**src/rtl/dtbt_pkg.sv**
```systemverilog
// Shared types, register indexes and helper functions for the dirty tile band tracker.
// Used by dtbt_ctrl, dtbt_dp and dirty_tile_band_tracker; depends on nothing else.
`default_nettype none

package dtbt_pkg;

   // Configuration register indexes.
   localparam logic [1:0] CSR_SCREEN_WIDTH  = 2'd0;
   localparam logic [1:0] CSR_SCREEN_HEIGHT = 2'd1;
   localparam logic [1:0] CSR_PIXEL_BYTES   = 2'd2;

   // Item functions.
   localparam logic FUNC_COMPARE = 1'b0;
   localparam logic FUNC_EMIT    = 1'b1;

   // Register reset values.
   localparam logic [11:0] SCREEN_WIDTH_RESET  = 12'd2048;
   localparam logic [11:0] SCREEN_HEIGHT_RESET = 12'd2048;
   localparam logic [2:0]  PIXEL_BYTES_RESET   = 3'd4;

   // Input item.
   typedef struct packed {
      logic        func;
      logic [10:0] pixel_x;
      logic [10:0] pixel_y;
      logic [31:0] old_pixel;
      logic [31:0] new_pixel;
      logic [5:0]  tile_row;
   } req_type;

   // Result item.
   typedef struct packed {
      logic        tile_changed;
      logic        band_valid;
      logic [10:0] band_x;
      logic [10:0] band_y;
      logic [11:0] band_w;
      logic [5:0]  band_h;
      logic [6:0]  tiles_in_band;
      logic        last;
   } rsp_type;

   // Effective configuration after clamping, handed to the datapath.
   typedef struct packed {
      logic [11:0] width;
      logic [11:0] height;
      logic [6:0]  width_tiles;
      logic [7:0]  height_tiles;
      logic [31:0] byte_mask;
   } cfg_type;

   // Controller to datapath commands.
   typedef struct packed {
      logic cap;
      logic cmp_commit;
      logic row_clear;
      logic emit_empty;
      logic walk_load;
      logic walk_step;
   } cmd_type;

   // Datapath to controller status.
   typedef struct packed {
      logic out_free;
      logic row_empty;
      logic band_due;
      logic walk_done;
   } status_type;

   // Controller states.
   typedef enum logic [1:0] {
      ST_IDLE,
      ST_CMP,
      ST_LOAD,
      ST_WALK
   } state_type;

   // Mask of the low bytes that take part in a pixel compare.
   function automatic logic [31:0] byte_mask(input logic [2:0] nbytes);
      logic [31:0] m;
      begin
         case (nbytes)
            3'd0: m = 32'h0000_0000;
            3'd1: m = 32'h0000_00FF;
            3'd2: m = 32'h0000_FFFF;
            3'd3: m = 32'h00FF_FFFF;
            default: m = 32'hFFFF_FFFF;
         endcase
         return m;
      end
   endfunction

endpackage

`default_nettype wire

```
**src/rtl/dtbt_ctrl.sv**
```systemverilog
// Controller state machine of the dirty tile band tracker.
// Depends on dtbt_pkg; drives the commands of dtbt_dp from its status.
`default_nettype none

module dtbt_ctrl (
   input  wire logic                  clock,
   input  wire logic                  reset,
   input  wire logic                  req_valid,
   input  wire logic                  req_func,
   output logic                       req_ready,
   input  wire dtbt_pkg::status_type  status,
   output dtbt_pkg::cmd_type          cmd
);

   dtbt_pkg::state_type state_ff;
   dtbt_pkg::state_type state_in;

   // State register.
   always_ff @(posedge clock) begin
      if (reset) begin
         state_ff <= dtbt_pkg::ST_IDLE;
      end else begin
         state_ff <= state_in;
      end
   end

   // Next state.
   always_comb begin
      state_in = state_ff;
      case (state_ff)
         dtbt_pkg::ST_IDLE: begin
            if (req_valid) begin
               state_in = (req_func == dtbt_pkg::FUNC_EMIT) ? dtbt_pkg::ST_LOAD
                                                             : dtbt_pkg::ST_CMP;
            end
         end
         dtbt_pkg::ST_CMP: begin
            if (status.out_free) begin
               state_in = dtbt_pkg::ST_IDLE;
            end
         end
         dtbt_pkg::ST_LOAD: begin
            if (!status.row_empty) begin
               state_in = dtbt_pkg::ST_WALK;
            end else if (status.out_free) begin
               state_in = dtbt_pkg::ST_IDLE;
            end
         end
         dtbt_pkg::ST_WALK: begin
            if (status.walk_done) begin
               state_in = dtbt_pkg::ST_IDLE;
            end
         end
         default: begin
            state_in = dtbt_pkg::ST_IDLE;
         end
      endcase
   end

   // Outputs and datapath commands.
   always_comb begin
      req_ready = 1'b0;
      cmd       = '0;
      case (state_ff)
         dtbt_pkg::ST_IDLE: begin
            req_ready = 1'b1;
            cmd.cap   = req_valid;
         end
         dtbt_pkg::ST_CMP: begin
            cmd.cmp_commit = status.out_free;
         end
         dtbt_pkg::ST_LOAD: begin
            cmd.row_clear = 1'b1;
            if (status.row_empty) begin
               cmd.emit_empty = status.out_free;
            end else begin
               cmd.walk_load = 1'b1;
            end
         end
         dtbt_pkg::ST_WALK: begin
            // A step that closes a band waits until the result register is free.
            cmd.walk_step = !status.walk_done && (!status.band_due || status.out_free);
         end
         default: begin
            req_ready = 1'b0;
         end
      endcase
   end

endmodule

`default_nettype wire

```
**config.mk**
```make
export PLATFORM = sky130hd
export DESIGN_NAME = dtbt_ctrl
export DESIGN_NICKNAME = d
export VERILOG_FILES = /design/src/rtl/dtbt_pkg.sv /design/src/rtl/dtbt_ctrl.sv
export SDC_FILE = /design/constraint.sdc
export NUM_CORES = 1
export LEC_CHECK = 0
export BUFFER_PORTS_ARGS = -buffer_cell sky130_fd_sc_hd__buf_4
export CAP_MARGIN = 25
export CORE_AREA = 2 2 39 41
export CTS_CLUSTER_SIZE = 14
export DETAILED_ROUTE_END_ITERATION = 6
export DIE_AREA = 0 0 41 43
export GPL_ROUTABILITY_DRIVEN = 0
export PLACE_DENSITY = 0.34
export SLEW_MARGIN = 0
export SYNTH_ARGS = -nofsm -noshare
export SYNTH_HDL_FRONTEND = slang
export SYNTH_SLANG_ARGS = --single-unit
```
**constraint.sdc**
```tcl
create_clock -name clock -period 3.5 [get_ports clock]
set_clock_uncertainty 0.15 [all_clocks]
set_input_delay 0.175 -clock clock [delete_from_list [all_inputs] [get_ports clock]]
set_output_delay 0.175 -clock clock [all_outputs]
set_load 0.05 [all_outputs]
```
After elaboration in Yosys (flattened, before gate mapping)

Index checks and enable logic that the tools add are counted.
W data, S select, Z words.

Register bits: 2
Input bits: 8
Logic and storage cells: 25
Output and inout bits: 7

Muxes and demuxes: 13
Reduce and logical (&&, ||, !) cells: 6
Eq/ne operators: 5

Operators by type and width:

| kind                 | count |
|---|---|
| $mux W2              | 5 |
| $pmux W2 S4          | 1 |
| $mux W1              | 6 |
| $eq A2 B2 Y1 const B | 2 |
| $ne A2 B2 Y1 const B | 2 |
| $mux W3              | 1 |
| $eq A2 B1 Y1 const B | 1 |
| $logic_not A1 Y1     | 2 |
| $logic_not A2 Y1     | 1 |
| $reduce_and A2 Y1    | 1 |
| $logic_and A1 B1 Y1  | 1 |
| $logic_or A1 B1 Y1   | 1 |

Depth between registers and ports, before layout

Depth after elaboration: 4
Depth in mapped cells: 3
Gate-level depth less buffers: 3

Least setup slack after synthesis

OpenSTA, ideal clock, no wires.

Path kind: reg2out
Start point: reg state_ff[1]
End point: out cmd[1] (netlist name)
Slack: 1.190 ns
Path buffers: 0
Arrival time: 1.985 ns
Data required time: 3.175 ns
Cell stages (with the launch flop): 3
Cells stage by stage: dfxtp_1 -> nor2b_1 -> nor2b_1

RTL lines:

| item                   | line            | RTL |
|---|---|---|
| from (decl)            | dtbt_ctrl.sv:15 | `dtbt_pkg::state_type state_ff;` |
| from (signal assigned) | dtbt_ctrl.sv:21 | `state_ff <= dtbt_pkg::ST_IDLE;` |
| from (signal assigned) | dtbt_ctrl.sv:23 | `state_ff <= state_in;` |
| to (decl)              | dtbt_ctrl.sv:12 | `output dtbt_pkg::cmd_type cmd` |

==> reports/qor.csv <==
stage;metric;value;unit
layout;biggest regs;state_ff x2;
place;PortBufs;14;
setup_path;peak fanout along the critical path;6;
setup_path;CP bufs+invs;1;
layout;max reg flops;2;
setup_path;R2R Path End;state_ff[0];
clock_network;clk sinks;2;
route;wire length per cell;8.96;um
clock_network;cts bufs inserted;3;
clock_network;clk slew on worst S/H paths;0.03;ns
route;WL final;475;um
min_path;Min-Delay Startpoint;req_func;
synth;most common library cells after synthesis;nand2_1, nor2b_1, dfxtp_1, nor2_1;
synth;Netlist cell types;13;
timing;final hold viol count;0;
pwr;Max VDD drop;0.115;mV
clock_network;post-CTS setup buffers;0;
grt;vias in the first global route;202;
synth;sequential-to-total area share from yosys stat;26.7;%
synth;Syn. warnings;0;
timing;Final TNS setup;0;ns
route;Final ANT Viol Nets;0;
layout;Layout Nets;47;
clock_network;Hold Buf Count CTS;1;
grt;initial antenna violation count;0;
timing;final worst-path cycle share;44.6;%
min_path;WHS Path Cells;3;
setup_path;CP delay by family, top;simple AND/OR/NAND/NOR gates;
timing;max_slew headroom;85.7;%
flow_run;max-cap violation count;0;
floorplan;DIE WIDTH;41;um
synth;share of the synthesized area in the top cell type;26.7;%
grt;Remaining Overflow, GRT;0;
timing;fin. max-slew vios;0;
grt;first-pass GRT wire length;793;um
route;drt initial violations;2;
synth;share of flip-flops with an asynchronous set or reset;0;%
timing;worst-margin pin slew;0.214;ns
clock_network;TritonCTS clock tree;done;
floorplan;die area;1760;um2
pwr;Leak;0.146;nW
clock_network;CTS HTree Levels;1;
floorplan;die height;43;um
layout;fraction of layout cells with a size suffix above 1;48.6;%
floorplan;row cnt;14;
setup_path;reg2reg setup slack;2.26;ns
setup_path;crit path DAT;1.24;ns
synth;cell accounting for the most synthesized area;dfxtp_1;
clock_network;worst skew pair latency;0.22;ns
synth;syn_area_per_cell;7.90;um2
setup_path;critical path cell sequence;nor2b_1 -> and3_1 -> buf_4;
setup_path;RR Startpoint;state_ff[1];
setup_path;startpoint types;flop;
grt;Total Routing Usage GR;6.83;%
setup_path;Slowest-stage cell, CP;dfxtp_1;
floorplan;Top Ports;15;
status;status;finished clean;
setup_path;max incr delay on CP;0.41;ns
setup_path;WS Path Type;reg -> out;
timing;RSZ-0062 raised after global routing;false;
min_path;Hold Crit Endpoint;state_ff[1];
route;vias per inst;3.79;
layout;# diodes;0;
floorplan;Initial Utilization;10.8;%
synth;Main synth FF type;dfxtp_1;
setup_path;critical path capture point type;output pin;
timing;fmax;0.641;GHz
setup_path;CP Data Required Time;3.17;ns
pwr;overall power;0.000121;W
synth;Post-Syn Area;150;um2
timing;hold_ws;0.0749;ns
timing;Tmin final;1.56;ns
route;# DRC;0;
route;via count;201;
synth;Synth area leaders;dfxtp_1, mux4_2, nor2b_1;
setup_path;Reg2Reg Depth;2;
timing;Final setup viols;0;
layout;Layout area overhead;105;%
clock_network;cts repair resizes;0;
synth;Post-synth EDFFs;0;
layout;Most flops, register;state_ff;
grt;pin count of the biggest net entering global routing;8;
synth;syn_nets;27;
route;First-pass DRT Iterations;2;
clock_network;CTS Buffer Depth;2;
min_path;worst hold-check path type;in -> reg;
synth;number of synthesized register bits;2;
synth;synthesized instance count;19;
pwr;Pwr Density;393;nW/um2
clock_network;CTS root buf;clkbuf_4;
floorplan;Floorplan Core Area;1380;um2
[power by group]
part           total (W)  internal (W)  switching (W)
logic          0.0000438     0.0000179      0.0000259
registers      0.0000277     0.0000248     0.00000292
clock network  0.0000495     0.0000377      0.0000118
total           0.000121     0.0000804      0.0000406
[cell families (layout without fill, tap and decap cells)]
| family | Yosys count | in the layout | synth area share [%] |
|---|---|---|---|
| buffers and inverters | 0 | 18 | 0 |
| AOI/OAI and AO/OA | 2 | 2 | 8.33 |
| and+or+nand+nor | 14 | 14 | 50.0 |
| muxes | 1 | 1 | 15.0 |
| DFF | 2 | 2 | 26.7 |
[cells in the final DEF (no fill, tap or decap)]
cell type / Yosys / layout
and2_1: 1 / 1
and3b_1: 1 / 1
o211ai_1: 1 / 1
clkbuf_4: 0 / 3
and3_1: 1 / 1
a21oi_1: 1 / 1
nor2_1: 2 / 2
nand2_1: 3 / 3
dfxtp_1: 2 / 2
nor2b_1: 3 / 3
dlygate4sd3_1: 0 / 1
buf_4: 0 / 14
nor3_1: 1 / 1
nand2b_1: 1 / 1
mux4_2: 1 / 1
nand3_1: 1 / 1
[how the worst max path moves through the flow]
| stage | startpoint | endpoint | slack (ns) | cells after the start |
|---|---|---|---|---|
| floorplan | state_ff[1] | cmd[1] | 1.19 | 2 |
| global placement | state_ff[1] | cmd[2] | 2.17 | 3 |
| detailed placement | state_ff[1] | cmd[2] | 2.17 | 3 |
| CTS | state_ff[1] | cmd[2] | 1.92 | 3 |
| global route | state_ff[1] | cmd[1] | 1.81 | 3 |
| finish | state_ff[1] | cmd[2] | 1.94 | 3 |
[worst reg2reg max path, stage by stage (launching register included)]
cell and delay [ns]:
dfxtp_1 0.41, mux4_2 0.52, nor2_1 0.09
[through the flow]
stage	cell area (um2)	cells	worst slack (ns)	utilization, %
finish	308	53	1.94	22.2
global route	308	53	1.81	22.2
CTS	308	53	1.92	22.2
detailed placement	275	49	2.17	19.9
global placement	275	49	2.17	19.9
floorplan	150	19	1.19	-
[layer usage]
metal	vias up	wire length, um	global-route usage (%)	share of wire [%]
met4	0	0	4.00	0
met5	-	0	0	0
met2	16	187	8.75	39
met1	82	226	9.00	48
li1	103	-	-	-
met3	0	61	3.14	13
[cell type report]
type                       count  area, um2
clock buffer                   3       22.5
fill                         168       1080
multi-input combinational     17        110
sequential                     2       40.0
tap                           16       20.0
timing repair buffer          15        115
No activity file was read; power rests on OpenSTA's default activity.
